**src/rtl/core/lhc_pkg.sv**
```systemverilog
// ----------------------------------------------------------------------------
// lhc_pkg
// Shared types and constants for the LRU file handle cache lookup block.
// ----------------------------------------------------------------------------
package lhc_pkg;

	// Request commands
	localparam logic CMD_LOOKUP = 1'b0;
	localparam logic CMD_INVAL  = 1'b1;

	// Entry layout in the slot store: {file_id, tile_col, tile_row, stamp}
	localparam int KEY_W   = 48;
	localparam int STAMP_W = 32;
	localparam int ENTRY_W = KEY_W + STAMP_W;

	localparam logic [STAMP_W-1:0] CLOCK_MAX = '1;

	// Request transaction
	typedef struct packed {
		logic               cmd;
		logic        [15:0] file_id;
		logic signed [15:0] tile_col;
		logic signed [15:0] tile_row;
		logic        [2:0]  target_slot;
	} req_t;

	// Response transaction
	typedef struct packed {
		logic       hit;
		logic [2:0] slot;
		logic       close_needed;
		logic [2:0] close_slot;
	} rsp_t;

	// Controller to datapath commands
	typedef struct packed {
		logic capture;
		logic scan;
		logic finish;
	} ctrl_cmd_t;

	// Datapath to controller status
	typedef struct packed {
		logic req_is_inval;
		logic scan_last;
		logic out_busy;
	} dp_status_t;

endpackage

```
**src/rtl/core/lru_handle_cache_lookup.sv**
```systemverilog
// ----------------------------------------------------------------------------
// lru_handle_cache_lookup
// Fully associative LRU slot table for open file handles.
// ----------------------------------------------------------------------------
// Usage:
//   Requests arrive on req_valid/req_ready/req_data, one transaction per
//   lookup or invalidate. Each request yields exactly one response on
//   rsp_valid/rsp_ready/rsp_data, in order.
//   A lookup scans the slot store one slot per cycle through its single read
//   port; from acceptance to a loaded response it passes through accept, the
//   scan reads of all NUM_SLOTS slots, a read-latency drain and the commit.
//   An invalidate goes from accept straight to commit, with no scan.
//   The next request is accepted the cycle after the commit, so one request
//   is finished before the next is taken.
//   The response register lets a new request be accepted and scanned while
//   an earlier response waits; if the receiver stalls, the commit step holds
//   until the response register frees up, and no state changes meanwhile.
//   Reset empties all slots and zeroes the use clock at once; keys and stamps
//   in the store need no clearing, since only occupied slots are consulted.
// ----------------------------------------------------------------------------
module lru_handle_cache_lookup #(
	parameter int NUM_SLOTS = 8
) (
	input  logic           clk,
	input  logic           arst_n,
	input  logic           req_valid,
	output logic           req_ready,
	input  lhc_pkg::req_t  req_data,
	output logic           rsp_valid,
	input  logic           rsp_ready,
	output lhc_pkg::rsp_t  rsp_data
);

	lhc_pkg::ctrl_cmd_t  cmd;
	lhc_pkg::dp_status_t status;

	lhc_ctrl u_ctrl (
		.clk       (clk),
		.arst_n    (arst_n),
		.req_valid (req_valid),
		.req_ready (req_ready),
		.status    (status),
		.cmd       (cmd)
	);

	lhc_datapath #(
		.NUM_SLOTS (NUM_SLOTS)
	) u_datapath (
		.clk       (clk),
		.arst_n    (arst_n),
		.req_data  (req_data),
		.cmd       (cmd),
		.status    (status),
		.rsp_valid (rsp_valid),
		.rsp_ready (rsp_ready),
		.rsp_data  (rsp_data)
	);

endmodule

```
**src/rtl/core/lhc_ram.sv**
```systemverilog
// ----------------------------------------------------------------------------
// lhc_ram
// Generic simple dual-port RAM: one write port, one read port, registered read.
// ----------------------------------------------------------------------------
module lhc_ram #(
	parameter int WIDTH = 8,
	parameter int DEPTH = 8
) (
	input  logic                                      clk,
	input  logic                                      we,
	input  logic [((DEPTH > 1) ? $clog2(DEPTH) : 1)-1:0] waddr,
	input  logic [WIDTH-1:0]                          wdata,
	input  logic                                      re,
	input  logic [((DEPTH > 1) ? $clog2(DEPTH) : 1)-1:0] raddr,
	output logic [WIDTH-1:0]                          rdata
);

	logic [WIDTH-1:0] mem_q [DEPTH];

	// Write port
	always_ff @(posedge clk) begin
		if (we) begin
			mem_q[waddr] <= wdata;
		end
	end

	// Registered read port
	always_ff @(posedge clk) begin
		if (re) begin
			rdata <= mem_q[raddr];
		end
	end

endmodule

```
**src/rtl/core/lhc_ctrl.sv**
```systemverilog
// ----------------------------------------------------------------------------
// lhc_ctrl
// Sequencer for the slot scan: accept, scan all slots, drain, then commit; an invalidate goes from accept to commit.
// ----------------------------------------------------------------------------
module lhc_ctrl (
	input  logic                clk,
	input  logic                arst_n,
	input  logic                req_valid,
	output logic                req_ready,
	input  lhc_pkg::dp_status_t status,
	output lhc_pkg::ctrl_cmd_t  cmd
);

	typedef enum logic [3:0] {
		ST_IDLE   = 4'b0001,
		ST_SCAN   = 4'b0010,
		ST_DRAIN  = 4'b0100,
		ST_FINISH = 4'b1000
	} state_t;

	state_t state_q;
	state_t state_d;

	// Decode commands from the current state
	always_comb begin
		req_ready   = (state_q == ST_IDLE);
		cmd.capture = req_valid && (state_q == ST_IDLE);
		cmd.scan    = (state_q == ST_SCAN);
		cmd.finish  = (state_q == ST_FINISH) && !status.out_busy;
	end

	// Next state
	always_comb begin
		state_d = state_q;
		unique case (state_q)
			ST_IDLE: begin
				if (req_valid) begin
					state_d = status.req_is_inval ? ST_FINISH : ST_SCAN;
				end
			end
			ST_SCAN: begin
				if (status.scan_last) begin
					state_d = ST_DRAIN;
				end
			end
			ST_DRAIN: begin
				state_d = ST_FINISH;
			end
			ST_FINISH: begin
				if (!status.out_busy) begin
					state_d = ST_IDLE;
				end
			end
			default: begin
				state_d = ST_IDLE;
			end
		endcase
	end

	always_ff @(posedge clk or negedge arst_n) begin
		if (!arst_n) begin
			state_q <= ST_IDLE;
		end else begin
			state_q <= state_d;
		end
	end

endmodule

```
**src/rtl/core/lhc_datapath.sv**
```systemverilog
// ----------------------------------------------------------------------------
// lhc_datapath
// Slot store, per-slot flags, scan compare logic, use clock and response register.
// ----------------------------------------------------------------------------
module lhc_datapath #(
	parameter int NUM_SLOTS = 8
) (
	input  logic                clk,
	input  logic                arst_n,
	input  lhc_pkg::req_t       req_data,
	input  lhc_pkg::ctrl_cmd_t  cmd,
	output lhc_pkg::dp_status_t status,
	output logic                rsp_valid,
	input  logic                rsp_ready,
	output lhc_pkg::rsp_t       rsp_data
);

	localparam int IW = (NUM_SLOTS > 1) ? $clog2(NUM_SLOTS) : 1;

	// Report a slot index through the 3-bit field, keeping the low bits
	function automatic logic [2:0] to_slot(input logic [IW-1:0] idx);
		logic [IW+2:0] ext;
		ext = {3'b000, idx};
		return ext[2:0];
	endfunction

	lhc_pkg::req_t                   req_q;
	logic [NUM_SLOTS-1:0]            occ_q;
	logic [NUM_SLOTS-1:0]            usable_q;
	logic [lhc_pkg::STAMP_W-1:0]     use_clock_q;

	logic [IW-1:0]                   scan_cnt_q;
	logic                            cmp_vld_q;
	logic [IW-1:0]                   cmp_idx_q;
	logic                            found_q;
	logic [IW-1:0]                   match_q;
	logic                            empty_found_q;
	logic [IW-1:0]                   empty_idx_q;
	logic [IW-1:0]                   min_idx_q;
	logic [lhc_pkg::STAMP_W-1:0]     min_stamp_q;

	lhc_pkg::rsp_t                   rsp_q;
	logic                            rsp_valid_q;

	logic [lhc_pkg::ENTRY_W-1:0]     rd_entry;
	logic [lhc_pkg::KEY_W-1:0]       rd_key;
	logic [lhc_pkg::STAMP_W-1:0]     rd_stamp;
	logic [lhc_pkg::KEY_W-1:0]       req_key;

	logic                            is_inval;
	logic [IW+2:0]                   tgt_ext;
	logic [IW-1:0]                   tgt_idx;
	logic                            tgt_ok;
	logic                            hit_now;
	logic [IW-1:0]                   victim;
	logic                            close_now;
	logic [IW-1:0]                   close_idx;
	logic                            wr_en;

	assign req_key  = {req_q.file_id, req_q.tile_col, req_q.tile_row};
	assign rd_key   = rd_entry[lhc_pkg::ENTRY_W-1:lhc_pkg::STAMP_W];
	assign rd_stamp = rd_entry[lhc_pkg::STAMP_W-1:0];

	// Slot store: key and stamp per slot
	lhc_ram #(
		.WIDTH (lhc_pkg::ENTRY_W),
		.DEPTH (NUM_SLOTS)
	) u_slot_ram (
		.clk   (clk),
		.we    (wr_en),
		.waddr (victim),
		.wdata ({req_key, use_clock_q}),
		.re    (cmd.scan),
		.raddr (scan_cnt_q),
		.rdata (rd_entry)
	);

	// Status toward the controller
	always_comb begin
		status.req_is_inval = (req_data.cmd == lhc_pkg::CMD_INVAL);
		status.scan_last    = (scan_cnt_q == IW'(NUM_SLOTS - 1));
		status.out_busy     = rsp_valid_q && !rsp_ready;
	end

	// Hold the request
	always_ff @(posedge clk) begin
		if (cmd.capture) begin
			req_q <= req_data;
		end
	end

	// Scan address and compare pipeline valid
	always_ff @(posedge clk or negedge arst_n) begin
		if (!arst_n) begin
			cmp_vld_q <= 1'b0;
		end else begin
			cmp_vld_q <= cmd.scan;
		end
	end

	always_ff @(posedge clk) begin
		if (cmd.capture) begin
			scan_cnt_q <= '0;
		end else if (cmd.scan) begin
			scan_cnt_q <= scan_cnt_q + 1'b1;
		end
		cmp_idx_q <= scan_cnt_q;
	end

	// Track first match, first empty slot and earliest smallest stamp
	always_ff @(posedge clk) begin
		if (cmd.capture) begin
			found_q       <= 1'b0;
			empty_found_q <= 1'b0;
		end else if (cmp_vld_q) begin
			if (!found_q && occ_q[cmp_idx_q] && (rd_key == req_key)) begin
				found_q <= 1'b1;
				match_q <= cmp_idx_q;
			end
			if (!empty_found_q && !occ_q[cmp_idx_q]) begin
				empty_found_q <= 1'b1;
				empty_idx_q   <= cmp_idx_q;
			end
			if ((cmp_idx_q == '0) || (rd_stamp < min_stamp_q)) begin
				min_idx_q   <= cmp_idx_q;
				min_stamp_q <= rd_stamp;
			end
		end
	end

	// Decide the outcome from the scan results
	always_comb begin
		is_inval  = (req_q.cmd == lhc_pkg::CMD_INVAL);
		tgt_ext   = {{IW{1'b0}}, req_q.target_slot};
		tgt_idx   = tgt_ext[IW-1:0];
		tgt_ok    = ({29'd0, req_q.target_slot} < 32'(NUM_SLOTS));
		hit_now   = found_q && usable_q[match_q];
		close_now = 1'b0;
		close_idx = '0;
		if (hit_now) begin
			victim = match_q;
		end else if (found_q) begin
			// Unusable match is emptied, so the first empty slot is the
			// earlier of the match and any slot already empty
			victim    = (empty_found_q && (empty_idx_q < match_q)) ? empty_idx_q : match_q;
			close_now = 1'b1;
			close_idx = match_q;
		end else if (empty_found_q) begin
			victim = empty_idx_q;
		end else begin
			victim    = min_idx_q;
			close_now = 1'b1;
			close_idx = min_idx_q;
		end
		wr_en = cmd.finish && !is_inval;
	end

	// Update slot flags and the use clock
	always_ff @(posedge clk or negedge arst_n) begin
		if (!arst_n) begin
			occ_q       <= '0;
			usable_q    <= '0;
			use_clock_q <= '0;
		end else if (cmd.finish) begin
			if (is_inval) begin
				if (tgt_ok) begin
					usable_q[tgt_idx] <= 1'b0;
				end
			end else if (!hit_now) begin
				if (found_q) begin
					occ_q[match_q]    <= 1'b0;
					usable_q[match_q] <= 1'b0;
				end
				occ_q[victim]    <= 1'b1;
				usable_q[victim] <= 1'b1;
				if (use_clock_q != lhc_pkg::CLOCK_MAX) begin
					use_clock_q <= use_clock_q + 1'b1;
				end
			end
		end
	end

	// Response register
	always_ff @(posedge clk) begin
		if (cmd.finish) begin
			if (is_inval) begin
				rsp_q.hit          <= 1'b0;
				rsp_q.slot         <= req_q.target_slot;
				rsp_q.close_needed <= 1'b0;
				rsp_q.close_slot   <= 3'd0;
			end else begin
				rsp_q.hit          <= hit_now;
				rsp_q.slot         <= to_slot(victim);
				rsp_q.close_needed <= close_now;
				rsp_q.close_slot   <= to_slot(close_idx);
			end
		end
	end

	always_ff @(posedge clk or negedge arst_n) begin
		if (!arst_n) begin
			rsp_valid_q <= 1'b0;
		end else if (cmd.finish) begin
			rsp_valid_q <= 1'b1;
		end else if (rsp_ready) begin
			rsp_valid_q <= 1'b0;
		end
	end

	assign rsp_valid = rsp_valid_q;
	assign rsp_data  = rsp_q;

endmodule
```
**config.mk**
```make
export PLATFORM = sky130hd
export DESIGN_NAME = lru_handle_cache_lookup
export DESIGN_NICKNAME = d
export VERILOG_FILES = /design/src/rtl/core/lhc_pkg.sv /design/src/rtl/core/lru_handle_cache_lookup.sv /design/src/rtl/core/lhc_ram.sv /design/src/rtl/core/lhc_ctrl.sv /design/src/rtl/core/lhc_datapath.sv
export SDC_FILE = /design/constraint.sdc
export NUM_CORES = 1
export LEC_CHECK = 0
export BUFFER_PORTS_ARGS = -buffer_cell sky130_fd_sc_hd__buf_4
export CORE_MARGIN = 2
export CORE_UTILIZATION = 55
export CTS_BUF_LIST = sky130_fd_sc_hd__clkbuf_4 sky130_fd_sc_hd__clkbuf_8 sky130_fd_sc_hd__clkbuf_16
export DETAILED_ROUTE_END_ITERATION = 8
export HOLD_SLACK_MARGIN = 0.15
export PLACE_DENSITY = 0.71
export SETUP_SLACK_MARGIN = 0.1
export SYNTH_ARGS = -nofsm -noshare
export SYNTH_HDL_FRONTEND = slang
export SYNTH_SLANG_ARGS = --single-unit
```
**constraint.sdc**
```tcl
create_clock -name clk -period 8.3 [get_ports clk]
set_clock_uncertainty 0.2 [all_clocks]
set_input_delay 1.245 -clock clk [delete_from_list [all_inputs] [get_ports clk]]
set_output_delay 1.245 -clock clk [all_outputs]
set_load 0.03 [all_outputs]
```
==> impl_metrics.py, run 1 <==
metrics = {
    "status": {
        "status": "completed",
    },
    "detailed_routing": {
        "wire_per_inst_um": 25.0,
        "postRouteAntennaNets": 0,
        "firstDrtPassIters": 5,
        "routed_wl_mm": 65.4,
        "vias": 15700,
        "drt_drc_violations_left": 0,
        "drtIter0Drc": 1433,
        "avgViaCountPerCell": 6.01,
    },
    "final_layout": {
        "drive_above_1_share": 0.282,
        "nets": 1845,
        "stdcell_count": 2617,
        "fin_util": 0.627,
        "nFillCells": 4080,
        "syn_to_final_growth_pct": 13.2,
        "antennaDiodeCount": 0,
    },
    "power": {
        "internal-power_mw": 8.69,
        "power.share.clock": 0.342,
        "combPwrFrac": 0.163,
        "irDropWorstVdd_uv": 248,
        "swShare": 0.254,
        "p_leak_nw": 12.7,
        "p_seq_frac": 0.495,
        "netSwitchingPower_mw": 2.97,
        "powerDensity_nw_per_um2": 303,
    },
    "setup_path": {
        "r2r_end": "u_datapath.u_slot_ram.mem_q[5][60]$_DFFE_PP_",
        "cp_max_fo": 32,
        "endpoint": "u_datapath.u_slot_ram.mem_q[5][60]$_DFFE_PP_",
        "r2r-start": "u_datapath.match_q[2]$_DFFE_PP_",
        "worstSetupPathType": "register to register",
        "worst_ep_required_time_ns": 8.37,
        "start_kind": "register",
        "r2r_cells": 8,
        "startpoint": "u_datapath.match_q[2]$_DFFE_PP_",
        "cp-end-kind": "register",
        "cp.arrival_ns": 5.37,
        "regToRegSetupSlack_ns": 3.00,
    },
    "job": {
        "maxCapViolCount": 0,
    },
    "timing": {
        "slew_viol_final": 0,
        "finalCriticalPeriod_ns": 5.30,
        "grt_setup_unrepaired": "no",
        "finalHoldViolCount": 0,
        "max_slew_margin": 0.130,
        "clock.fmax_mhz": 189,
        "worst_pin_slew_ns": 1.30,
        "setup_viol": 0,
        "layout_setup_ws_ns": 3.00,
        "fin_crit_sh": 0.639,
        "fin_setup_tns_ns": 0,
    },
    "floorplanning": {
        "start_util": 0.554,
        "fp.dieH_um": 253,
        "die_w_um": 253,
        "coreArea_sq_um": 61400,
        "rows": 91,
        "io_pins": 66,
        "die_area_sq_um": 63800,
    },
    "synth": {
        "syn_area_sq_um": 34000,
        "yosysWarnings": 0,
        "postSynth.asyncResetShare": 0.0612,
        "syn_nets": 1725,
        "synth_cell_types": 57,
        "synth-edff-count": 821,
        "synthCells": 1633,
        "avgSynthCellArea_sq_um": 20.8,
        "ys_seq_area_frac": 0.770,
        "ys_seq_elements": 883,
        "synth-main-ff-cell": "edfxtp_1",
    },
    "global_routing": {
        "grt_pass1_vias": 16700,
        "use_met3": 0.0326,
        "grt_start_max_net_pins": 112,
        "grt_use_total": 0.213,
        "grt_overflow": 0,
        "met1_usage": 0.296,
        "antenna_found_initial": 1,
        "grt_pass1_wl_mm": 101,
        "globalRouteMet2Util": 0.357,
        "grt-busiest-layer": "met2",
    },
    "placed_design": {
        "port-buffer-count": 65,
        "finalWeightedCongestion": 0.856,
        "dpl.cell_count": 2453,
        "dpl_worst_slack_ns": 2.91,
        "dp_hpwl_mm": 36.5,
    },
    "clock_network": {
        "cts_tree": "done",
        "clkTransAtPathRegs_ns": 0.07,
        "cts_max_path_buffers": 3,
        "cts_sinks": 883,
        "cts.repair.resized": 0,
        "clock_latency_ns": 0.64,
        "clock-root-buffer": "clkbuf_16",
        "post_cts_buffers": 0,
        "cts_hold_buf": 0,
        "cts_inserted_buffers": 88,
        "h-tree-depth": 3,
    },
    "worst_hold_path": {
        "hold_class": "register to register",
    },
}
[stage by stage]
stage	area (sq um)	hold slack, ns	power [mW]
global placement	35500	0.245	7.74
floorplan	34000	0.153	7.14
global route	38500	0.275	12.1
CTS	38500	0.266	11.8
finish	38500	0.259	11.7
detailed placement	35500	0.249	7.79
[cell usage after synthesis, drive strengths merged (4+ instances only)]
library cell / count / area, sq um
and4: 8 / 70.1
nand4: 20 / 125
edfxtp: 821 / 24700
or2: 4 / 25.0
nand2b: 13 / 81.3
o31ai: 4 / 30.0
mux2i: 5 / 50.1
nand3: 19 / 95.1
buf: 16 / 65.1
a211oi: 14 / 110
dfrtp: 53 / 1330
and3: 4 / 25.0
nor2b: 10 / 62.6
nor3: 16 / 91.3
a21oi: 13 / 65.1
o21ai: 38 / 194
nand2: 40 / 150
mux4: 163 / 3670
nor2: 33 / 124
nor4: 10 / 62.6
xor2: 37 / 324
dfxtp: 8 / 160
mux2: 83 / 935
inv: 43 / 161
ha: 36 / 450
xnor2: 40 / 350
clkbuf: 41 / 154
[sequential cells by signal, summed over array words and instances (netlist names), 4 cells and up]
name and cells:
u_datapath.use_clock_q 32, u_datapath.usable_q 8, u_datapath.u_slot_ram.mem_q 640, u_datapath.occ_q 8
u_datapath.rsp_data 8, u_ctrl.state_q 4, u_datapath.u_slot_ram.rdata 80, u_datapath.min_stamp_q 32
u_datapath.req_key 48
[worst min-delay path by stage]
stage | startpoint | endpoint | slack [ns] | cells after the start
final | u_datapath.u_slot_ram.rdata[18]$_DFFE_PP_ | u_datapath.min_stamp_q[18]$_DFFE_PP_ | 0.26 | 0
after detailed placement | u_datapath.u_slot_ram.rdata[31]$_DFFE_PP_ | u_datapath.min_stamp_q[31]$_DFFE_PP_ | 0.25 | 0
after global routing | u_datapath.u_slot_ram.rdata[23]$_DFFE_PP_ | u_datapath.min_stamp_q[23]$_DFFE_PP_ | 0.28 | 0
after global placement | u_datapath.u_slot_ram.rdata[3]$_DFFE_PP_ | u_datapath.min_stamp_q[3]$_DFFE_PP_ | 0.24 | 0
after CTS | u_datapath.u_slot_ram.rdata[2]$_DFFE_PP_ | u_datapath.min_stamp_q[2]$_DFFE_PP_ | 0.27 | 0
after floorplan | u_datapath.scan_cnt_q[1]$_SDFFE_PP0P_ | u_datapath.cmp_idx_q[1]$_DFF_P_ | 0.15 | 0
[cells by family (layout without fill, tap and decap cells)]
kind of cell             count (synthesis)  in the layout  synth area share
AO/OA/AOI/OAI                           95             95            0.0184
XOR/XNOR                                77             77            0.0198
adder cells (fa/ha/maj)                 36             36            0.0133
buffers and inverters                  100            294            0.0112
flip-flops                             883            883             0.770
multiplexers                           251            251             0.137
AND/OR/NAND/NOR                        191            191            0.0303
[area by class of cell]
type / count / area, sq um / area share
well taps: 790 / 988 / 0.0257
clock inverters: 42 / 379 / 0.00985
repair buffers: 87 / 678 / 0.0176
flip-flops and latches: 883 / 26200 / 0.680
clock buffers: 122 / 2580 / 0.0670
inverters: 43 / 164 / 0.00426
multi-input cells: 650 / 7520 / 0.195
[power by group through the flow]
| stage | Sequential [mW] | Combinational (mW) | Clock, mW |
|---|---|---|---|
| after floorplan | 5.68 | 1.47 | 0 |
| after global placement | 5.84 | 1.90 | 0 |
| after detailed placement | 5.86 | 1.92 | 0 |
| after CTS | 5.77 | 1.94 | 4.06 |
| after global routing | 5.82 | 2.07 | 4.22 |
| final | 5.77 | 1.90 | 3.99 |
[placed cells by master, fill, tap and decap left out, types with 8 or more instances in the layout]
| cell | count |
|---|---|
| nand2b_1 | 13 |
| nor2_1 | 28 |
| a211oi_1 | 13 |
| nor3_1 | 15 |
| clkinv_1 | 9 |
| nand3_1 | 19 |
| and4_1 | 8 |
| ha_1 | 36 |
| buf_4 | 85 |
| nor4_1 | 10 |
| clkinv_2 | 23 |
| dfrtp_1 | 53 |
| clkbuf_4 | 22 |
| nand2_1 | 39 |
| xor2_1 | 37 |
| nor2b_1 | 10 |
| xnor2_1 | 40 |
| o21ai_0 | 37 |
| mux2_2 | 83 |
| a21oi_1 | 10 |
| edfxtp_1 | 821 |
| clkbuf_16 | 92 |
| inv_1 | 41 |
| clkbuf_8 | 8 |
| nand4_1 | 20 |
| mux4_2 | 163 |
[critical path, stage by stage, from the launching register on]
cell and delay (ns):
edfxtp_1 0.69, inv_1 0.22, ha_1 0.33, and2_1 0.19
a211o_1 0.33, a311oi_1 1.00, nand3_1 0.27, a21oi_4 1.09
buf_4 0.60
[layer usage]
layer | up-vias | routed length, um
li1 | 6900 | -
met1 | 8354 | 28000
met2 | 413 | 33400
met3 | 66 | 3070
met4 | 0 | 969
met5 | - | 0
No activity file was read; power rests on OpenSTA's default activity.
==> run 2, diff against run 1 <==
==> constraint.sdc (replaced) <==
create_clock -name clk -period 4.9 [get_ports clk]
set_clock_uncertainty 0.2 [all_clocks]
set_input_delay 0.735 -clock clk [delete_from_list [all_inputs] [get_ports clk]]
set_output_delay 0.735 -clock clk [all_outputs]
set_load 0.03 [all_outputs]
==> impl_metrics.py, run 2 (synthesis results as in run 1) <==
metrics = {
    "status": {
        "status": "completed",
    },
    "clock_network": {
        "h-tree-depth": 3,
        "cts_tree": "done",
        "post_cts_buffers": 0,
        "cts.repair.resized": 0,
        "cts_max_path_buffers": 3,
        "clock_latency_ns": 0.64,
        "clock-root-buffer": "clkbuf_16",
        "cts_inserted_buffers": 86,
        "cts_sinks": 883,
        "cts_hold_buf": 53,
        "clkTransAtPathRegs_ns": 0.07,
    },
    "timing": {
        "finalHoldViolCount": 0,
        "grt_setup_unrepaired": "no",
        "setup_viol": 0,
        "slew_viol_final": 0,
        "worst_pin_slew_ns": 1.17,
        "clock.fmax_mhz": 240,
        "fin_setup_tns_ns": 0,
        "max_slew_margin": 0.221,
        "finalCriticalPeriod_ns": 4.16,
        "fin_crit_sh": 0.849,
    },
    "power": {
        "netSwitchingPower_mw": 5.00,
        "power.share.clock": 0.336,
        "swShare": 0.254,
        "combPwrFrac": 0.169,
        "powerDensity_nw_per_um2": 503,
        "irDropWorstVdd_uv": 376,
        "p_leak_nw": 12.9,
        "p_seq_frac": 0.495,
        "internal-power_mw": 14.7,
        "p_total_mw": 19.7,
    },
    "floorplanning": {
        "rows": 91,
        "die_w_um": 253,
        "fp.dieH_um": 253,
        "die_area_sq_um": 63800,
        "start_util": 0.554,
        "coreArea_sq_um": 61400,
        "io_pins": 66,
    },
    "detailed_routing": {
        "avgViaCountPerCell": 5.99,
        "vias": 16000,
        "drtIter0Drc": 1426,
        "firstDrtPassIters": 5,
        "routed_wl_mm": 65.9,
        "wire_per_inst_um": 24.7,
        "postRouteAntennaNets": 0,
        "drt_drc_violations_left": 0,
    },
    "final_layout": {
        "drive_above_1_share": 0.273,
        "nets": 1903,
        "max_flop_register": "u_datapath.u_slot_ram.mem_q",
        "mostFrequentLayoutCells": "821 x edfxtp_1, 163 x mux4_2, 88 x clkbuf_16, 83 x mux2_2, 78 x buf_4",
        "antennaDiodeCount": 0,
        "final_area_sq_um": 39200,
        "fin_util": 0.638,
        "final_common_cell": "edfxtp_1",
        "stdcell_count": 2672,
        "largest_reg_flops": 640,
        "syn_to_final_growth_pct": 15.2,
    },
    "placed_design": {
        "finalWeightedCongestion": 0.789,
        "dpl.cell_count": 2460,
        "port-buffer-count": 65,
        "dp_hpwl_mm": 36.6,
        "place_area_sq_um": 35800,
    },
    "worst_hold_path": {
        "hold_class": "primary input to register",
    },
    "global_routing": {
        "grt_use_total": 0.214,
        "antenna_found_initial": 1,
        "grt_pass1_vias": 17000,
        "grt_pass1_wl_mm": 102,
        "grt_start_max_net_pins": 81,
        "grt_overflow": 0,
    },
    "job": {
        "maxCapViolCount": 0,
    },
    "setup_path": {
        "cp-end-kind": "register",
        "cp.arrival_ns": 4.28,
        "cp_max_fo": 16,
        "worst_ep_required_time_ns": 5.02,
        "start_kind": "register",
        "worstSetupPathType": "register to register",
    },
}
-- run 2: cell types whose count changed in the layout (fill, tap and decap cells not counted), sizes merged --
cell         before  now
clkinv           34   33
dlygate4sd3       0   53
buf              87   94
clkbuf          122  114
bufinv            5    7
inv              45   47
-- run 2: final timing paths --
check | start | end | slack, ns | cells after the start
max | u_datapath.match_q[2]$_DFFE_PP_ | u_datapath.u_slot_ram.mem_q[2][1]$_DFFE_PP_ | 0.74 | 9
min | req_valid | u_ctrl.state_q[0]$_DFFE_PN1P_ | 0.22 | 3
max reg2reg | u_datapath.match_q[2]$_DFFE_PP_ | u_datapath.u_slot_ram.mem_q[2][1]$_DFFE_PP_ | 0.74 | 9
min reg2reg | u_datapath.u_slot_ram.rdata[18]$_DFFE_PP_ | u_datapath.min_stamp_q[18]$_DFFE_PP_ | 0.25 | 0
max in group asynchronous | arst_n | u_datapath.use_clock_q[10]$_DFFE_PN0P_ | 3.44 | 2
min in group asynchronous | arst_n | u_datapath.rsp_valid$_DFFE_PN0P_ | 0.52 | 2
-- run 2: final cells by class --
cell class | instances | area, sq um
Sequential cell | 883 | 26200
Fill cell | 4021 | 22200
Multi-Input combinational cell | 650 | 7520
Clock buffer | 114 | 2430
Timing Repair Buffer | 147 | 1440
Tap cell | 790 | 988
Clock inverter | 45 | 449
Inverter | 43 | 164
-- run 2: metal layers --
metal | part of all wire | vias up | track usage
met2 | 0.50 | 440 | 0.350
met4 | 0.024 | 2 | 0.0720
met5 | 0.00020 | - | 0
li1 | - | 7022 | -
met3 | 0.052 | 91 | 0.0332
met1 | 0.42 | 8450 | 0.300
-- run 2: power by group through the flow --
| stage | clock network (mW) | logic [mW] | registers, mW |
|---|---|---|---|
| 3_3_place_gp | 0 | 3.28 | 9.89 |
| 4_1_cts | 6.75 | 3.38 | 9.77 |
| 3_5_place_dp | 0 | 3.32 | 9.93 |
| 5_1_grt | 7.04 | 3.61 | 9.85 |
| 2_1_floorplan | 0 | 2.50 | 9.60 |
| 6_report | 6.63 | 3.32 | 9.77 |
-- run 2: worst max-delay path, cell delays in order, from the launching register on --
cell      delay, ns
edfxtp_1       0.69
inv_1          0.24
ha_1           0.34
and2_1         0.20
a211o_1        0.33
a311o_1        0.45
nor2_1         0.25
a21oi_1        0.17
nor2_4         0.60
buf_4          0.37
-- run 2: metrics by stage --
stage,hold slack (ns),worst slack [ns]
6_report,0.223,0.737
5_1_grt,0.220,0.421
4_1_cts,0.185,0.755
3_5_place_dp,0.245,0.748
3_3_place_gp,0.241,0.816
2_1_floorplan,0.153,0.319
